## src/dbe_pkg.sv

```systemverilog
// ----------------------------------------------------------------------------
// dbe_pkg
// Shared types, instruction format codes and helper functions of the Dalvik
// instruction encoder.
// ----------------------------------------------------------------------------
package dbe_pkg;

    typedef logic [4:0] t_fmt;

    // Instruction formats
    localparam t_fmt F_10X     = 5'd0;
    localparam t_fmt F_12X     = 5'd1;
    localparam t_fmt F_11N     = 5'd2;
    localparam t_fmt F_11X     = 5'd3;
    localparam t_fmt F_10T     = 5'd4;
    localparam t_fmt F_20T     = 5'd5;
    localparam t_fmt F_30T     = 5'd6;
    localparam t_fmt F_21C     = 5'd7;
    localparam t_fmt F_22C     = 5'd8;
    localparam t_fmt F_21T     = 5'd9;
    localparam t_fmt F_22T     = 5'd10;
    localparam t_fmt F_21S     = 5'd11;
    localparam t_fmt F_22B     = 5'd12;
    localparam t_fmt F_23X     = 5'd13;
    localparam t_fmt F_35C     = 5'd14;
    localparam t_fmt F_3RC     = 5'd15;
    localparam t_fmt F_31I     = 5'd16;
    localparam t_fmt F_31T     = 5'd18;
    localparam t_fmt F_21C_ALT = 5'd19;
    localparam t_fmt F_12X_ALT = 5'd21;
    localparam t_fmt F_22S     = 5'd22;
    localparam t_fmt F_22X     = 5'd23;
    localparam t_fmt F_32X     = 5'd24;
    localparam t_fmt F_31C     = 5'd25;
    localparam t_fmt F_51L     = 5'd26;

    // 21s opcodes that take the upper halves of the literal
    localparam logic [7:0] OP_CONST_HIGH16      = 8'h15;
    localparam logic [7:0] OP_CONST_WIDE_HIGH16 = 8'h19;

    localparam int          MAX_UNITS = 5;
    localparam int          ARGS_35C  = 5;

    typedef logic [2:0] t_ucnt;

    // Configuration register indexes
    localparam logic REG_FRAME = 1'b0;
    localparam logic REG_PARAM = 1'b1;

    typedef struct packed {
        logic [15:0] frame_register_count;
        logic [15:0] parameter_register_count;
        logic        restart;
    } t_cfg;

    // One encoded instruction, as queued between front and back
    typedef struct packed {
        logic [MAX_UNITS-1:0][15:0] words;
        logic [31:0]                pos;
        t_ucnt                      count;
        logic                       err;
    } t_rec;

    function automatic t_ucnt unit_count(input t_fmt fmt);
        t_ucnt n;
        unique case (fmt) inside
            F_20T, F_21C, F_21C_ALT, F_22C, F_21T, F_22T, F_21S, F_22B,
            F_22S, F_23X, F_22X:                               n = 3'd2;
            F_30T, F_35C, F_3RC, F_31I, F_31T, F_32X, F_31C:  n = 3'd3;
            F_51L:                                             n = 3'd5;
            default:                                           n = 3'd1;
        endcase
        return n;
    endfunction

endpackage

```

## src/dbe_in_if.sv

```systemverilog
// ----------------------------------------------------------------------------
// dbe_in_if
// Instruction channel: one resolved Dalvik instruction per transaction.
// ----------------------------------------------------------------------------
interface dbe_in_if;
    logic        valid;
    logic        ready;
    logic [4:0]  format_code;
    logic [7:0]  opcode_byte;
    logic [7:0]  arg_count;
    logic [16:0] reg_a;
    logic [16:0] reg_b;
    logic [16:0] reg_c;
    logic [16:0] reg_d;
    logic [16:0] reg_e;
    logic signed [63:0] literal_value;
    logic [31:0] ref_index;
    logic        has_target;
    logic [31:0] target_position;

    modport source (
        output valid, format_code, opcode_byte, arg_count, reg_a, reg_b, reg_c,
               reg_d, reg_e, literal_value, ref_index, has_target, target_position,
        input  ready
    );
    modport sink (
        input  valid, format_code, opcode_byte, arg_count, reg_a, reg_b, reg_c,
               reg_d, reg_e, literal_value, ref_index, has_target, target_position,
        output ready
    );
endinterface

```

## src/dbe_out_if.sv

```systemverilog
// ----------------------------------------------------------------------------
// dbe_out_if
// Code unit channel: one encoded 16-bit code unit per transaction.
// ----------------------------------------------------------------------------
interface dbe_out_if;
    logic        valid;
    logic        ready;
    logic [15:0] code_unit;
    logic [31:0] unit_position;
    logic        limit_error;
    logic        last_unit;

    modport source (
        output valid, code_unit, unit_position, limit_error, last_unit,
        input  ready
    );
    modport sink (
        input  valid, code_unit, unit_position, limit_error, last_unit,
        output ready
    );
endinterface

```

## src/dbe_front.sv

```systemverilog
// ----------------------------------------------------------------------------
// dbe_front
// Accepts instructions, resolves registers, checks limits and packs the
// code units into one record; owns the running code position.
// ----------------------------------------------------------------------------
module dbe_front (
    input  logic          i_clk,
    input  logic          i_rst_n,
    input  dbe_pkg::t_cfg i_cfg,
    dbe_in_if.sink        i_in,
    input  logic          i_q_full,
    output logic          o_q_push,
    output dbe_pkg::t_rec o_q_rec
);
    import dbe_pkg::*;

    logic [31:0] r_position;
    logic [31:0] n_position;

    logic [31:0] base;
    logic [31:0] rel;
    logic [4:0][31:0] rr;
    logic [31:0] a, b, c;
    logic [7:0]  op;
    logic [7:0]  cnt;
    logic [63:0] lit;
    logic        err;
    logic [MAX_UNITS-1:0][15:0] w;
    logic        accept;

    function automatic logic [31:0] resolve(input logic [16:0] raw,
                                            input logic [31:0] bse);
        logic [31:0] v;
        if (raw[16]) begin
            v = bse + {16'd0, raw[15:0]};
        end else begin
            v = {15'd0, raw};
        end
        return v;
    endfunction

    function automatic logic over15(input logic [31:0] v);
        return |v[31:4];
    endfunction

    function automatic logic over255(input logic [31:0] v);
        return |v[31:8];
    endfunction

    assign i_in.ready = !i_q_full;
    assign accept     = i_in.valid && !i_q_full;

    always_comb begin
        base  = {16'd0, i_cfg.frame_register_count}
              - {16'd0, i_cfg.parameter_register_count};
        rr[0] = resolve(i_in.reg_a, base);
        rr[1] = resolve(i_in.reg_b, base);
        rr[2] = resolve(i_in.reg_c, base);
        rr[3] = resolve(i_in.reg_d, base);
        rr[4] = resolve(i_in.reg_e, base);
        a     = rr[0];
        b     = rr[1];
        c     = rr[2];
        op    = i_in.opcode_byte;
        cnt   = i_in.arg_count;
        lit   = i_in.literal_value;
        rel   = i_in.has_target ? (i_in.target_position - r_position) : 32'd0;

        // Register limit checks per format
        err = 1'b0;
        unique case (i_in.format_code) inside
            F_12X, F_12X_ALT, F_22C, F_22T, F_22S: err = over15(a) || over15(b);
            F_11N: err = over15(a);
            F_11X, F_21C, F_21C_ALT, F_31C, F_21T, F_21S, F_31I, F_31T,
            F_51L, F_22X: err = over255(a);
            F_22B: err = over255(a) || over255(b);
            F_23X: err = over255(a) || over255(b) || over255(c);
            F_35C: begin
                for (int k = 0; k < ARGS_35C; k++) begin
                    if ((8'(k) < cnt) && over15(rr[k])) begin
                        err = 1'b1;
                    end
                end
            end
            default: err = 1'b0;
        endcase

        // Pack code units
        w    = '0;
        w[0] = {8'd0, op};
        unique case (i_in.format_code) inside
            F_12X, F_12X_ALT, F_22C, F_22T, F_22S: begin
                w[0] = {b[3:0], a[3:0], op};
                if (i_in.format_code == F_22C) begin
                    w[1] = i_in.ref_index[15:0];
                end else if (i_in.format_code == F_22T) begin
                    w[1] = rel[15:0];
                end else if (i_in.format_code == F_22S) begin
                    w[1] = lit[15:0];
                end
            end
            F_11N: w[0] = {lit[3:0], a[3:0], op};
            F_11X: w[0] = {a[7:0], op};
            F_10T: w[0] = {rel[7:0], op};
            F_20T: w[1] = rel[15:0];
            F_30T: begin
                w[1] = rel[15:0];
                w[2] = rel[31:16];
            end
            F_21C, F_21C_ALT: begin
                w[0] = {a[7:0], op};
                w[1] = i_in.ref_index[15:0];
            end
            F_21T: begin
                w[0] = {a[7:0], op};
                w[1] = rel[15:0];
            end
            F_21S: begin
                w[0] = {a[7:0], op};
                if (op == OP_CONST_HIGH16) begin
                    w[1] = lit[31:16];
                end else if (op == OP_CONST_WIDE_HIGH16) begin
                    w[1] = lit[63:48];
                end else begin
                    w[1] = lit[15:0];
                end
            end
            F_22B: begin
                w[0] = {a[7:0], op};
                w[1] = {lit[7:0], b[7:0]};
            end
            F_23X: begin
                w[0] = {a[7:0], op};
                w[1] = {c[7:0], b[7:0]};
            end
            F_35C: begin
                w[0] = {cnt[3:0], rr[4][3:0], op};
                w[1] = i_in.ref_index[15:0];
                w[2] = {rr[3][3:0], rr[2][3:0], rr[1][3:0], rr[0][3:0]};
            end
            F_3RC: begin
                w[0] = {cnt, op};
                w[1] = i_in.ref_index[15:0];
                w[2] = c[15:0];
            end
            F_31I: begin
                w[0] = {a[7:0], op};
                w[1] = lit[15:0];
                w[2] = lit[31:16];
            end
            F_31T: begin
                w[0] = {a[7:0], op};
                w[1] = rel[15:0];
                w[2] = rel[31:16];
            end
            F_22X: begin
                w[0] = {a[7:0], op};
                w[1] = b[15:0];
            end
            F_32X: begin
                w[1] = a[15:0];
                w[2] = b[15:0];
            end
            F_31C: begin
                w[0] = {a[7:0], op};
                w[1] = i_in.ref_index[15:0];
                w[2] = i_in.ref_index[31:16];
            end
            F_51L: begin
                w[0] = {a[7:0], op};
                w[1] = lit[15:0];
                w[2] = lit[31:16];
                w[3] = lit[47:32];
                w[4] = lit[63:48];
            end
            default: w[0] = {8'd0, op};
        endcase

        o_q_rec.pos = r_position;
        o_q_rec.err = err;
        if (err) begin
            o_q_rec.words = '0;
            o_q_rec.count = 3'd1;
        end else begin
            o_q_rec.words = w;
            o_q_rec.count = unit_count(i_in.format_code);
        end
        o_q_push = accept;

        // Advance position only on encoded instructions
        n_position = r_position;
        if (i_cfg.restart) begin
            n_position = '0;
        end else if (accept && !err) begin
            n_position = r_position + {29'd0, o_q_rec.count};
        end
    end

    always_ff @(posedge i_clk) begin
        if (!i_rst_n) begin
            r_position <= '0;
        end else begin
            r_position <= n_position;
        end
    end

endmodule

```

## src/dbe_queue.sv

```systemverilog
// ----------------------------------------------------------------------------
// dbe_queue
// Small FIFO of encoded instruction records between front and back.
// ----------------------------------------------------------------------------
module dbe_queue #(
    parameter int DEPTH = 2
) (
    input  logic          i_clk,
    input  logic          i_rst_n,
    input  logic          i_push,
    input  dbe_pkg::t_rec i_rec,
    output logic          o_full,
    input  logic          i_pop,
    output logic          o_valid,
    output dbe_pkg::t_rec o_rec
);
    import dbe_pkg::*;

    localparam int PTR_W = (DEPTH > 1) ? $clog2(DEPTH) : 1;
    localparam int CNT_W = $clog2(DEPTH + 1);

    t_rec             r_mem [DEPTH];
    logic [PTR_W-1:0] r_wr_ptr, n_wr_ptr;
    logic [PTR_W-1:0] r_rd_ptr, n_rd_ptr;
    logic [CNT_W-1:0] r_count,  n_count;
    logic             do_push, do_pop;

    function automatic logic [PTR_W-1:0] bump(input logic [PTR_W-1:0] p);
        return (p == PTR_W'(DEPTH - 1)) ? '0 : p + 1'b1;
    endfunction

    assign o_full  = (r_count == CNT_W'(DEPTH));
    assign o_valid = (r_count != '0);
    assign o_rec   = r_mem[r_rd_ptr];
    assign do_push = i_push && !o_full;
    assign do_pop  = i_pop && o_valid;

    always_comb begin
        n_wr_ptr = do_push ? bump(r_wr_ptr) : r_wr_ptr;
        n_rd_ptr = do_pop  ? bump(r_rd_ptr) : r_rd_ptr;
        n_count  = r_count;
        if (do_push && !do_pop) begin
            n_count = r_count + 1'b1;
        end else if (do_pop && !do_push) begin
            n_count = r_count - 1'b1;
        end
    end

    always_ff @(posedge i_clk) begin
        if (!i_rst_n) begin
            r_wr_ptr <= '0;
            r_rd_ptr <= '0;
            r_count  <= '0;
        end else begin
            r_wr_ptr <= n_wr_ptr;
            r_rd_ptr <= n_rd_ptr;
            r_count  <= n_count;
        end
    end

    always_ff @(posedge i_clk) begin
        if (do_push) begin
            r_mem[r_wr_ptr] <= i_rec;
        end
    end

endmodule

```

## src/dbe_back.sv

```systemverilog
// ----------------------------------------------------------------------------
// dbe_back
// Walks the code units of the queued record and drives them, one per
// cycle while o_out.ready allows, through an output register.
// ----------------------------------------------------------------------------
module dbe_back (
    input  logic          i_clk,
    input  logic          i_rst_n,
    input  logic          i_q_valid,
    input  dbe_pkg::t_rec i_q_rec,
    output logic          o_q_pop,
    dbe_out_if.source     o_out
);
    import dbe_pkg::*;

    t_ucnt       r_unit, n_unit;
    logic        r_valid, n_valid;
    logic [15:0] r_code;
    logic [31:0] r_pos;
    logic        r_err;
    logic        r_last;
    logic        load;
    logic        is_last;

    assign load    = i_q_valid && (!r_valid || o_out.ready);
    assign is_last = ((r_unit + 1'b1) == i_q_rec.count);
    assign o_q_pop = load && is_last;

    always_comb begin
        n_unit = r_unit;
        if (load) begin
            n_unit = is_last ? '0 : r_unit + 1'b1;
        end
        n_valid = r_valid;
        if (load) begin
            n_valid = 1'b1;
        end else if (o_out.ready) begin
            n_valid = 1'b0;
        end
    end

    always_ff @(posedge i_clk) begin
        if (!i_rst_n) begin
            r_unit  <= '0;
            r_valid <= 1'b0;
        end else begin
            r_unit  <= n_unit;
            r_valid <= n_valid;
        end
    end

    // Payload register: load the selected unit
    always_ff @(posedge i_clk) begin
        if (load) begin
            r_code <= i_q_rec.words[r_unit];
            r_pos  <= i_q_rec.pos + {29'd0, r_unit};
            r_err  <= i_q_rec.err;
            r_last <= is_last;
        end
    end

    assign o_out.valid         = r_valid;
    assign o_out.code_unit     = r_code;
    assign o_out.unit_position = r_pos;
    assign o_out.limit_error   = r_err;
    assign o_out.last_unit     = r_last;

endmodule

```

## src/dalvik_instruction_encoder.sv

```systemverilog
// ----------------------------------------------------------------------------
// dalvik_instruction_encoder
// Encodes resolved Dalvik instructions into 16-bit code units tagged with
// their position in the method.
// ----------------------------------------------------------------------------
// Usage:
//   i_in carries one resolved instruction per transaction (valid/ready).
//   o_out carries one code unit per transaction; last_unit marks the final
//   unit of an instruction. A register limit violation yields one unit with
//   code_unit zero and limit_error set, and the position does not advance.
//   The APB port holds frame_register_count (0x0) and
//   parameter_register_count (0x4); writing the frame count restarts the
//   position at zero. Write configuration only while the block is idle.
// Timing:
//   The front takes one instruction per cycle while the queue has room.
//   After acceptance an instruction passes through the queue and the back's
//   output register before its first unit appears on o_out. The back drives
//   one code unit per cycle while o_out.ready is high; the sustained
//   instruction rate is set by the single output port and each unit count.
// Reset / stall:
//   Reset empties the queue and clears the output valid flag, the position
//   and both configuration registers. When o_out.ready is low the output
//   unit holds, the back stops, the queue fills and then i_in.ready drops.
// ----------------------------------------------------------------------------
module dalvik_instruction_encoder #(
    parameter int QUEUE_DEPTH = 2
) (
    input  logic        i_clk,
    input  logic        i_rst_n,
    dbe_in_if.sink      i_in,
    dbe_out_if.source   o_out,
    input  logic        psel,
    input  logic        penable,
    input  logic        pwrite,
    input  logic [2:0]  paddr,
    input  logic [31:0] pwdata,
    output logic [31:0] prdata,
    output logic        pready
);
    import dbe_pkg::*;

    logic [15:0] r_frame, n_frame;
    logic [15:0] r_param, n_param;
    logic        cfg_wr;
    logic        reg_sel;
    t_cfg        cfg;

    logic        q_push, q_full, q_pop, q_valid;
    t_rec        q_in_rec, q_out_rec;

    // Configuration port: write on the access phase, word index from paddr
    assign pready  = 1'b1;
    assign cfg_wr  = psel && penable && pwrite;
    assign reg_sel = paddr[2];

    always_comb begin
        n_frame = r_frame;
        n_param = r_param;
        if (cfg_wr) begin
            unique case (reg_sel)
                REG_FRAME: n_frame = pwdata[15:0];
                REG_PARAM: n_param = pwdata[15:0];
                default:   n_frame = r_frame;
            endcase
        end
        unique case (reg_sel)
            REG_FRAME: prdata = {16'd0, r_frame};
            REG_PARAM: prdata = {16'd0, r_param};
            default:   prdata = '0;
        endcase
    end

    always_ff @(posedge i_clk) begin
        if (!i_rst_n) begin
            r_frame <= '0;
            r_param <= '0;
        end else begin
            r_frame <= n_frame;
            r_param <= n_param;
        end
    end

    // Restart the position on a frame size write
    assign cfg.frame_register_count     = r_frame;
    assign cfg.parameter_register_count = r_param;
    assign cfg.restart                  = cfg_wr && (reg_sel == REG_FRAME);

    dbe_front u_front (
        .i_clk    (i_clk),
        .i_rst_n  (i_rst_n),
        .i_cfg    (cfg),
        .i_in     (i_in),
        .i_q_full (q_full),
        .o_q_push (q_push),
        .o_q_rec  (q_in_rec)
    );

    dbe_queue #(
        .DEPTH (QUEUE_DEPTH)
    ) u_queue (
        .i_clk   (i_clk),
        .i_rst_n (i_rst_n),
        .i_push  (q_push),
        .i_rec   (q_in_rec),
        .o_full  (q_full),
        .i_pop   (q_pop),
        .o_valid (q_valid),
        .o_rec   (q_out_rec)
    );

    dbe_back u_back (
        .i_clk     (i_clk),
        .i_rst_n   (i_rst_n),
        .i_q_valid (q_valid),
        .i_q_rec   (q_out_rec),
        .o_q_pop   (q_pop),
        .o_out     (o_out)
    );

endmodule
```

## src/flat_wrapper.sv

```systemverilog
// flat-port wrapper written by rule: the top's interface ports become plain ports
module dalvik_instruction_encoder_flat import dbe_pkg::*;
#(
    parameter int QUEUE_DEPTH = 2
)
  (i_clk, i_rst_n, psel, penable, pwrite, paddr, pwdata, prdata, pready, i_in_valid, i_in_format_code, i_in_opcode_byte, i_in_arg_count, i_in_reg_a, i_in_reg_b, i_in_reg_c, i_in_reg_d, i_in_reg_e, i_in_literal_value, i_in_ref_index, i_in_has_target, i_in_target_position, i_in_ready, o_out_valid, o_out_code_unit, o_out_unit_position, o_out_limit_error, o_out_last_unit, o_out_ready);
  dbe_in_if i_in_i ();
  dbe_out_if o_out_i ();
  input  logic i_clk;
  input  logic i_rst_n;
  input  logic psel;
  input  logic penable;
  input  logic pwrite;
  input  logic [2:0] paddr;
  input  logic [31:0] pwdata;
  output logic [31:0] prdata;
  output logic pready;
  input wire logic [$bits(i_in_i.valid)-1:0] i_in_valid;
  input wire logic [$bits(i_in_i.format_code)-1:0] i_in_format_code;
  input wire logic [$bits(i_in_i.opcode_byte)-1:0] i_in_opcode_byte;
  input wire logic [$bits(i_in_i.arg_count)-1:0] i_in_arg_count;
  input wire logic [$bits(i_in_i.reg_a)-1:0] i_in_reg_a;
  input wire logic [$bits(i_in_i.reg_b)-1:0] i_in_reg_b;
  input wire logic [$bits(i_in_i.reg_c)-1:0] i_in_reg_c;
  input wire logic [$bits(i_in_i.reg_d)-1:0] i_in_reg_d;
  input wire logic [$bits(i_in_i.reg_e)-1:0] i_in_reg_e;
  input wire logic [$bits(i_in_i.literal_value)-1:0] i_in_literal_value;
  input wire logic [$bits(i_in_i.ref_index)-1:0] i_in_ref_index;
  input wire logic [$bits(i_in_i.has_target)-1:0] i_in_has_target;
  input wire logic [$bits(i_in_i.target_position)-1:0] i_in_target_position;
  output wire logic [$bits(i_in_i.ready)-1:0] i_in_ready;
  output wire logic [$bits(o_out_i.valid)-1:0] o_out_valid;
  output wire logic [$bits(o_out_i.code_unit)-1:0] o_out_code_unit;
  output wire logic [$bits(o_out_i.unit_position)-1:0] o_out_unit_position;
  output wire logic [$bits(o_out_i.limit_error)-1:0] o_out_limit_error;
  output wire logic [$bits(o_out_i.last_unit)-1:0] o_out_last_unit;
  input wire logic [$bits(o_out_i.ready)-1:0] o_out_ready;
  assign i_in_i.valid = i_in_valid;
  assign i_in_i.format_code = i_in_format_code;
  assign i_in_i.opcode_byte = i_in_opcode_byte;
  assign i_in_i.arg_count = i_in_arg_count;
  assign i_in_i.reg_a = i_in_reg_a;
  assign i_in_i.reg_b = i_in_reg_b;
  assign i_in_i.reg_c = i_in_reg_c;
  assign i_in_i.reg_d = i_in_reg_d;
  assign i_in_i.reg_e = i_in_reg_e;
  assign i_in_i.literal_value = i_in_literal_value;
  assign i_in_i.ref_index = i_in_ref_index;
  assign i_in_i.has_target = i_in_has_target;
  assign i_in_i.target_position = i_in_target_position;
  assign i_in_ready = i_in_i.ready;
  assign o_out_valid = o_out_i.valid;
  assign o_out_code_unit = o_out_i.code_unit;
  assign o_out_unit_position = o_out_i.unit_position;
  assign o_out_limit_error = o_out_i.limit_error;
  assign o_out_last_unit = o_out_i.last_unit;
  assign o_out_i.ready = o_out_ready;
  dalvik_instruction_encoder #(.QUEUE_DEPTH(QUEUE_DEPTH)) u_core (.i_clk(i_clk), .i_rst_n(i_rst_n), .i_in(i_in_i), .o_out(o_out_i), .psel(psel), .penable(penable), .pwrite(pwrite), .paddr(paddr), .pwdata(pwdata), .prdata(prdata), .pready(pready));
endmodule
```

## config.mk

```make
export PLATFORM = sky130hd
export DESIGN_NAME = dalvik_instruction_encoder_flat
export DESIGN_NICKNAME = d
export VERILOG_FILES = /design/src/dbe_pkg.sv /design/src/dbe_in_if.sv /design/src/dbe_out_if.sv /design/src/dbe_front.sv /design/src/dbe_queue.sv /design/src/dbe_back.sv /design/src/dalvik_instruction_encoder.sv /design/src/flat_wrapper.sv
export SDC_FILE = /design/constraint.sdc
export NUM_CORES = 1
export LEC_CHECK = 0
export BUFFER_PORTS_ARGS = -buffer_cell sky130_fd_sc_hd__buf_2
export CAP_MARGIN = 20
export CORE_ASPECT_RATIO = 0.7
export CORE_MARGIN = 4
export CORE_UTILIZATION = 50
export DETAILED_ROUTE_END_ITERATION = 10
export PLACE_DENSITY = 0.74
export SETUP_SLACK_MARGIN = 0.2
export SLEW_MARGIN = 20
export SYNTH_ARGS = -nofsm -noshare
export SYNTH_HDL_FRONTEND = slang
export SYNTH_SLANG_ARGS = --single-unit
export TNS_END_PERCENT = 30
```

## constraint.sdc

```tcl
create_clock -name i_clk -period 20.6 [get_ports i_clk]
set_clock_uncertainty 0.05 [all_clocks]
set_input_delay 1.03 -clock i_clk [delete_from_list [all_inputs] [get_ports i_clk]]
set_output_delay 1.03 -clock i_clk [all_outputs]
set_load 0.02 [all_outputs]
```

* After elaboration in Yosys (flattened, before gate mapping)
Memories as Yosys holds them, arrays and structs flattened. A register that Yosys moved wholly into a read port is not among the register bits.
Cells that the tools add are included.
** Storage, ports and cells
- RAM bits :: 232
- Register bits after elaboration :: 122
- Memories kept :: 1
** Operators by class
- Add/sub/neg operators :: 14
- Magnitude comparators :: 6
- Multiplexer cells :: 38
- Bitwise operators :: 2
- Reduce and logical (&&, ||, !) cells :: 48
- Equality and inequality tests :: 28
** Memory list
- u_core.u_queue.r_mem :: words 2, width 116, read ports 1, clocked after Yosys merged registers in 1, wr ports 1, line dbe_queue.sv:22 : t_rec r_mem [DEPTH];
** Operator list (count)
- 32-bit two-way mux :: 7
- 16-bit case mux with 6 select lines :: 2
- 16-bit case mux with 9 select lines :: 1
- 28-bit OR reduction :: 5
- 16-bit two-way mux :: 6
- 17-bit by 17-bit adder with 18-bit output :: 5
- 80-bit two-way mux :: 1
- 24-bit OR reduction :: 3
- 32-bit by 3-bit adder with 32-bit output :: 2
- 32-bit case mux with 2 select lines :: 1
- 16-bit binary-select mux with 3-bit select :: 1
- 5-bit equality test (second input constant) :: 9
- 5-bit by 4-bit equality test with 1-bit output (second input constant) :: 8
- 32-bit subtractor :: 1
- 5-bit by 3-bit equality test with 1-bit output (second input constant) :: 4
- 16-bit by 16-bit subtractor with 17-bit output :: 1
- 8-bit by 5-bit equality test with 1-bit output (second input constant) :: 2
- 1-bit logical AND :: 16
- 1-bit by 8-bit < comparator with 1-bit output (first input constant) :: 2
- 2-bit by 8-bit < comparator with 1-bit output (first input constant) :: 2
- 1-bit two-way mux :: 13
- 12-bit OR reduction :: 1
- 11-bit OR reduction :: 1
- 5-bit by 2-bit equality test with 1-bit output (second input constant) :: 2
- other kinds (23) :: 40

* Longest topological paths before layout
- Depth in word-level cells :: 13
- Mapped depth :: 41
- Mapped depth without buffers :: 38

* Hierarchy
From an unflattened synthesis, not the netlist that was laid out.
** Second synthesis, totals
- Cells, all modules :: 2590
- Area, all modules :: 25639.6 um^2
** By module, submodules not included
- dbe_front :: times used 1, sequential area each 640.6 um^2, area an instance 12250.5 um^2, cells each 1804
- dbe_queue :: times used 1, sequential area each 7066.8 um^2, area an instance 8762.2 um^2, cells each 386
- dbe_back :: times used 1, sequential area each 1581.5 um^2, area an instance 3041.7 um^2, cells each 240
- dalvik_instruction_encoder :: times used 1, sequential area each 640.6 um^2, area an instance 1585.3 um^2, cells each 160

* Least setup slack after synthesis
No wires, ideal clock.
- Path type :: reg2reg
- Start point :: register u_core.r_param[1]
- End point :: register u_core.u_front.r_position[26]
- Library setup time :: 70 ps
- Setup slack :: 13143 ps
- Data arrival time :: 7337 ps
- Stages on the path, launching flop included :: 38
- Path buffers :: 4
- Data required time :: 20480 ps
- Cell sequence :: dfxtp_1 > inv_1 > ha_1 > nor2b_1 > o21ai_0 > nand2b_1 > a21o_1 > a21o_1 > a21o_1 > a21oi_1 > a2bb2oi_1 > a211oi_1 > and2_1 > o21a_1 > nor2_1 > xnor2_1 > ha_1 > clkbuf_1 > [2 not listed] > xor2_1 > or3_1 > a2111oi_0 > a31oi_1 > or4_4 > nor4_4 > and2_1 > buf_6 > buf_2 > nand2_1 > fa_1 > inv_1 > a21oi_1 > nor3_1 > clkbuf_1 > nand3_1 > or3_1 > a21oi_1
** Between the ends
- Cells in the longest elaborated chain, start to end :: 13
** RTL lines
- from (decl) :: line dalvik_instruction_encoder.sv:43 : logic [15:0] r_param, n_param;
- from (signal assigned) :: line dalvik_instruction_encoder.sv:79 : r_param <= n_param;
- 16-bit by 16-bit subtractor with 17-bit output (*) :: line dbe_front.sv:55 : - {16'd0, i_cfg.parameter_register_count};
- 17-bit by 17-bit adder with 18-bit output :: line dbe_front.sv:35 : v = bse + {16'd0, raw[15:0]};
- 32-bit two-way mux :: line dbe_front.sv:34 : if (raw[16]) begin
- 28-bit OR reduction :: line dbe_front.sv:43 : return |v[31:4];
- 1-bit logical AND :: line dbe_front.sv:80 : if ((8'(k) < cnt) && over15(rr[k])) begin
- 1-bit two-way mux (5 in series) :: line dbe_front.sv:80
- 1-bit case mux with 6 select lines (*) :: line dbe_front.sv:71 : unique case (i_in.format_code) inside
- 3-bit two-way mux or 1-bit logical NOT (tied branches) :: line dbe_front.sv:181, dbe_front.sv:194
- 32-bit by 3-bit adder with 32-bit output or 1-bit logical AND (tied branches) :: line dbe_front.sv:195, dbe_front.sv:194
- to (signal assigned) :: line dbe_front.sv:203 : r_position <= n_position;
- to (decl) :: line dbe_front.sv:17 : logic [31:0] r_position;
Every way passes the cells marked *; elsewhere a longest branch is shown, timed or not.
A chain may end at the register's enable or synchronous reset.

* Worst setup path after layout
- Start point :: register u_core.r_param[1]
- End point :: register u_core.u_front.r_position[29]
Same word-level chain as after synthesis.

==> results.json <==
{
  "power.total_mw": 2.692,
  "critPathArrivalTime_ns": 10.95,
  "wl_per_cell_microns": 26.37,
  "cts_root_buf": "clkbuf_16",
  "async_flop_share_pct": 0,
  "clock-sinks": 355,
  "hold_violations": 0,
  "synth-edff-count": 282,
  "route.detailed.drc": 0,
  "grt_pass1_vias": 20620,
  "max_slew.worst_pin.slew_ns": 1.210,
  "avgSynthCellArea_sq_um": 9.917,
  "cp.required_ns": 21.00,
  "io_pins": 362,
  "core_area_sq_um": 47870,
  "cts_tree": "yes",
  "holdWs_ns": 0.4169,
  "slew_headroom_pct": 18.76,
  "yosys-top-cells-count": "edfxtp_1 (282), nand2_1 (220), a21oi_1 (173)",
  "cts_resized": 0,
  "viasPerCell": 6.387,
  "setup_viol": 0,
  "initial_utilization_pct": 50.53,
  "drive_gt1_share_pct": 19.21,
  "rsz0062_at_grt": "no",
  "die_width_microns": 270.9,
  "routed-via-count": 21900,
  "antenna_found_initial": 16,
  "synthToLayoutAreaGrowth_pct": 14.29,
  "stdcell_count": 3428,
  "dieHeight_microns": 192.0,
  "cpMaxStageDelayCell": "and2_1",
  "r2r_cells": 35,
  "min_path_type": "reg -> reg",
  "start_kind": "flop",
  "clk_pin_slew_ns": 0.07,
  "grt_pass1_wl_microns": 130400,
  "place_hpwl_microns": 70950,
  "whs_path_depth": 0,
  "grt_usage_pct": 33.40,
  "worstSetupPathType": "reg -> reg",
  "synth_area_leader_cell": "edfxtp_1",
  "grt_start_max_net_pins": 68,
  "placed_cells": 3356,
  "yosys_register_bits": 355,
  "synth_area_leaders": "edfxtp_1 (35%), ha_1 (7.0%), dfxtp_1 (6.0%)",
  "cp_max_fo": 35,
  "ant_nets": 0,
  "cts_buffers": 36,
  "slew_violations": 0,
  "nFillCells": 4121,
  "drt-total-wl_microns": 90400,
  "seqCellArea_sq_um": 9933,
  "fin_tns_setup_ns": 0,
  "p_per_area_nw_per_um2": 97.37,
  "clk_latency_ns": 0.55,
  "nets": 3160,
  "postCtsHoldBufs": 0,
  "final_util_pct": 57.75,
  "synth_area_sq_um": 24190,
  "ys_types": 94,
  "max_stage_delay_ns": 0.94,
  "grt_overflow": 0,
  "synthCells": 2439,
  "ys.flop_type": "edfxtp_1",
  "detail_route.first_pass.iterations": 9,
  "gp_routability_congestion": 0.9960,
  "yosysTopAreaCellShare_pct": 35.01,
  "p_leak_nw": 10.82,
  "io_buffers": 326,
  "yosysMostFrequentCell": "edfxtp_1",
  "ctsLongestPathBuffers": 3,
  "multiInputGateArea_sq_um": 13390,
  "worstSetupEndpointType": "flop",
  "cts-htree-levels": 2,
  "cts_setup_buffers": 0,
  "peakVddDrop_v": 0.00008086,
  "status": "finished, final reports clean",
  "cap_violations": 0,
  "drt_iter0_drc": 2734,
  "die_area_sq_um": 52010,
  "num_rows": 67,
  "seq_area_frac_synth_pct": 41.05,
  "max_clock_freq_mhz": 94.73,
  "period_needed_ns": 10.56,
  "post-route-period-util_pct": 51.24,
  "yosysWarnings": 0
}
## final timing paths
path | start | end | slack (ns)
worst min register to register | u_core.u_front.r_position[12] | u_core.u_queue.r_mem[0][16] | 0.42
worst min-delay path | u_core.u_front.r_position[12] | u_core.u_queue.r_mem[0][16] | 0.42
worst max register to register | u_core.r_param[1] | u_core.u_front.r_position[29] | 10.04
worst max-delay path | u_core.r_param[1] | u_core.u_front.r_position[29] | 10.04
## critical path: cells and delay by family (launching register included)
family / cells / cell delay (ns)
AOI/OAI and AO/OA: 14 / 2.93
DFF: 1 / 0.40
and+or+nand+nor: 12 / 4.94
buffers and inverters: 4 / 0.82
adders and majority gates: 3 / 1.07
xor gates and xnor gates: 2 / 0.23
## metal layers
metal	share of wire [%]	track usage [%]	up-vias
met5	0.11	0	-
met4	2.2	7.957	14
met3	14	12.69	139
met2	42	48.52	1313
met1	42	47.28	10640
li1	-	-	9793
## cell type report
| type | count | share of cell area, % |
|---|---|---|
| multi-input cells | 1863 | 48.44 |
| well taps | 655 | 2.965 |
| repair buffers | 365 | 6.961 |
| clock inverters | 17 | 0.5431 |
| diodes | 9 | 0.08147 |
| clock buffers | 46 | 3.467 |
| flip-flops and latches | 355 | 35.93 |
| inverters | 118 | 1.611 |
## logic make-up after synthesis
family                     after synthesis  synth area share (%)
AOI/OAI and AO/OA                      673                 18.94
DFF                                    355                 41.05
muxes                                  154                 8.194
and+or+nand+nor                        741                 15.14
buffers and inverters                  236                 4.045
other                                    2               0.03105
adders and majority gates              145                 7.775
xor gates and xnor gates               133                 4.816
## placed cells by master, fill, tap and decap left out, drive strengths merged, types with 19 or more instances in the layout
master  instances
mux2           32
o22ai          25
ha            135
o21a           28
nor2          174
and2           52
inv           121
mux2i          90
nor3           45
a211oi         26
nand4          30
a222oi         25
mux4           32
nand3          40
xor2           55
xnor2          78
or3            19
buf           365
a31oi          27
nand2b         30
a21o           40
and3           30
edfxtp        282
o211ai         21
a21boi         38
nor2b          35
nand2         220
a21oi         182
o21ai         115
dfxtp          73
clkbuf         46
## state kept, by name, indices dropped and copies added (netlist names), named ones only
signal	count
u_core.u_back.o_out.unit_position	32
u_core.u_back.o_out.code_unit	16
u_core.r_param	16
u_core.u_back.o_out.valid	1
u_core.u_back.o_out.limit_error	1
u_core.u_back.r_unit	3
u_core.u_front.r_position	32
u_core.u_queue.r_rd_ptr	1
u_core.u_queue.r_count	2
u_core.u_queue.r_wr_ptr	1
u_core.r_frame	16
u_core.u_queue.r_mem	232
u_core.u_back.o_out.last_unit	1
## through the flow
| step | area [sq um] | setup slack [ns] |
|---|---|---|
| finish | 27640 | 10.04 |
| global route | 27640 | 9.575 |
| CTS | 27610 | 10.32 |
| detailed placement | 26510 | 10.39 |
| global placement | 26490 | 10.49 |
| floorplan | 24240 | 13.14 |
## power by group
group          switching [mW]  internal, mW  leakage, nW
Sequential             0.0418         0.930         3.31
Combinational           0.690         0.396         6.96
Clock                   0.277         0.356        0.547
Total                    1.01          1.68         10.8
(Power assumes the default switching activity.)
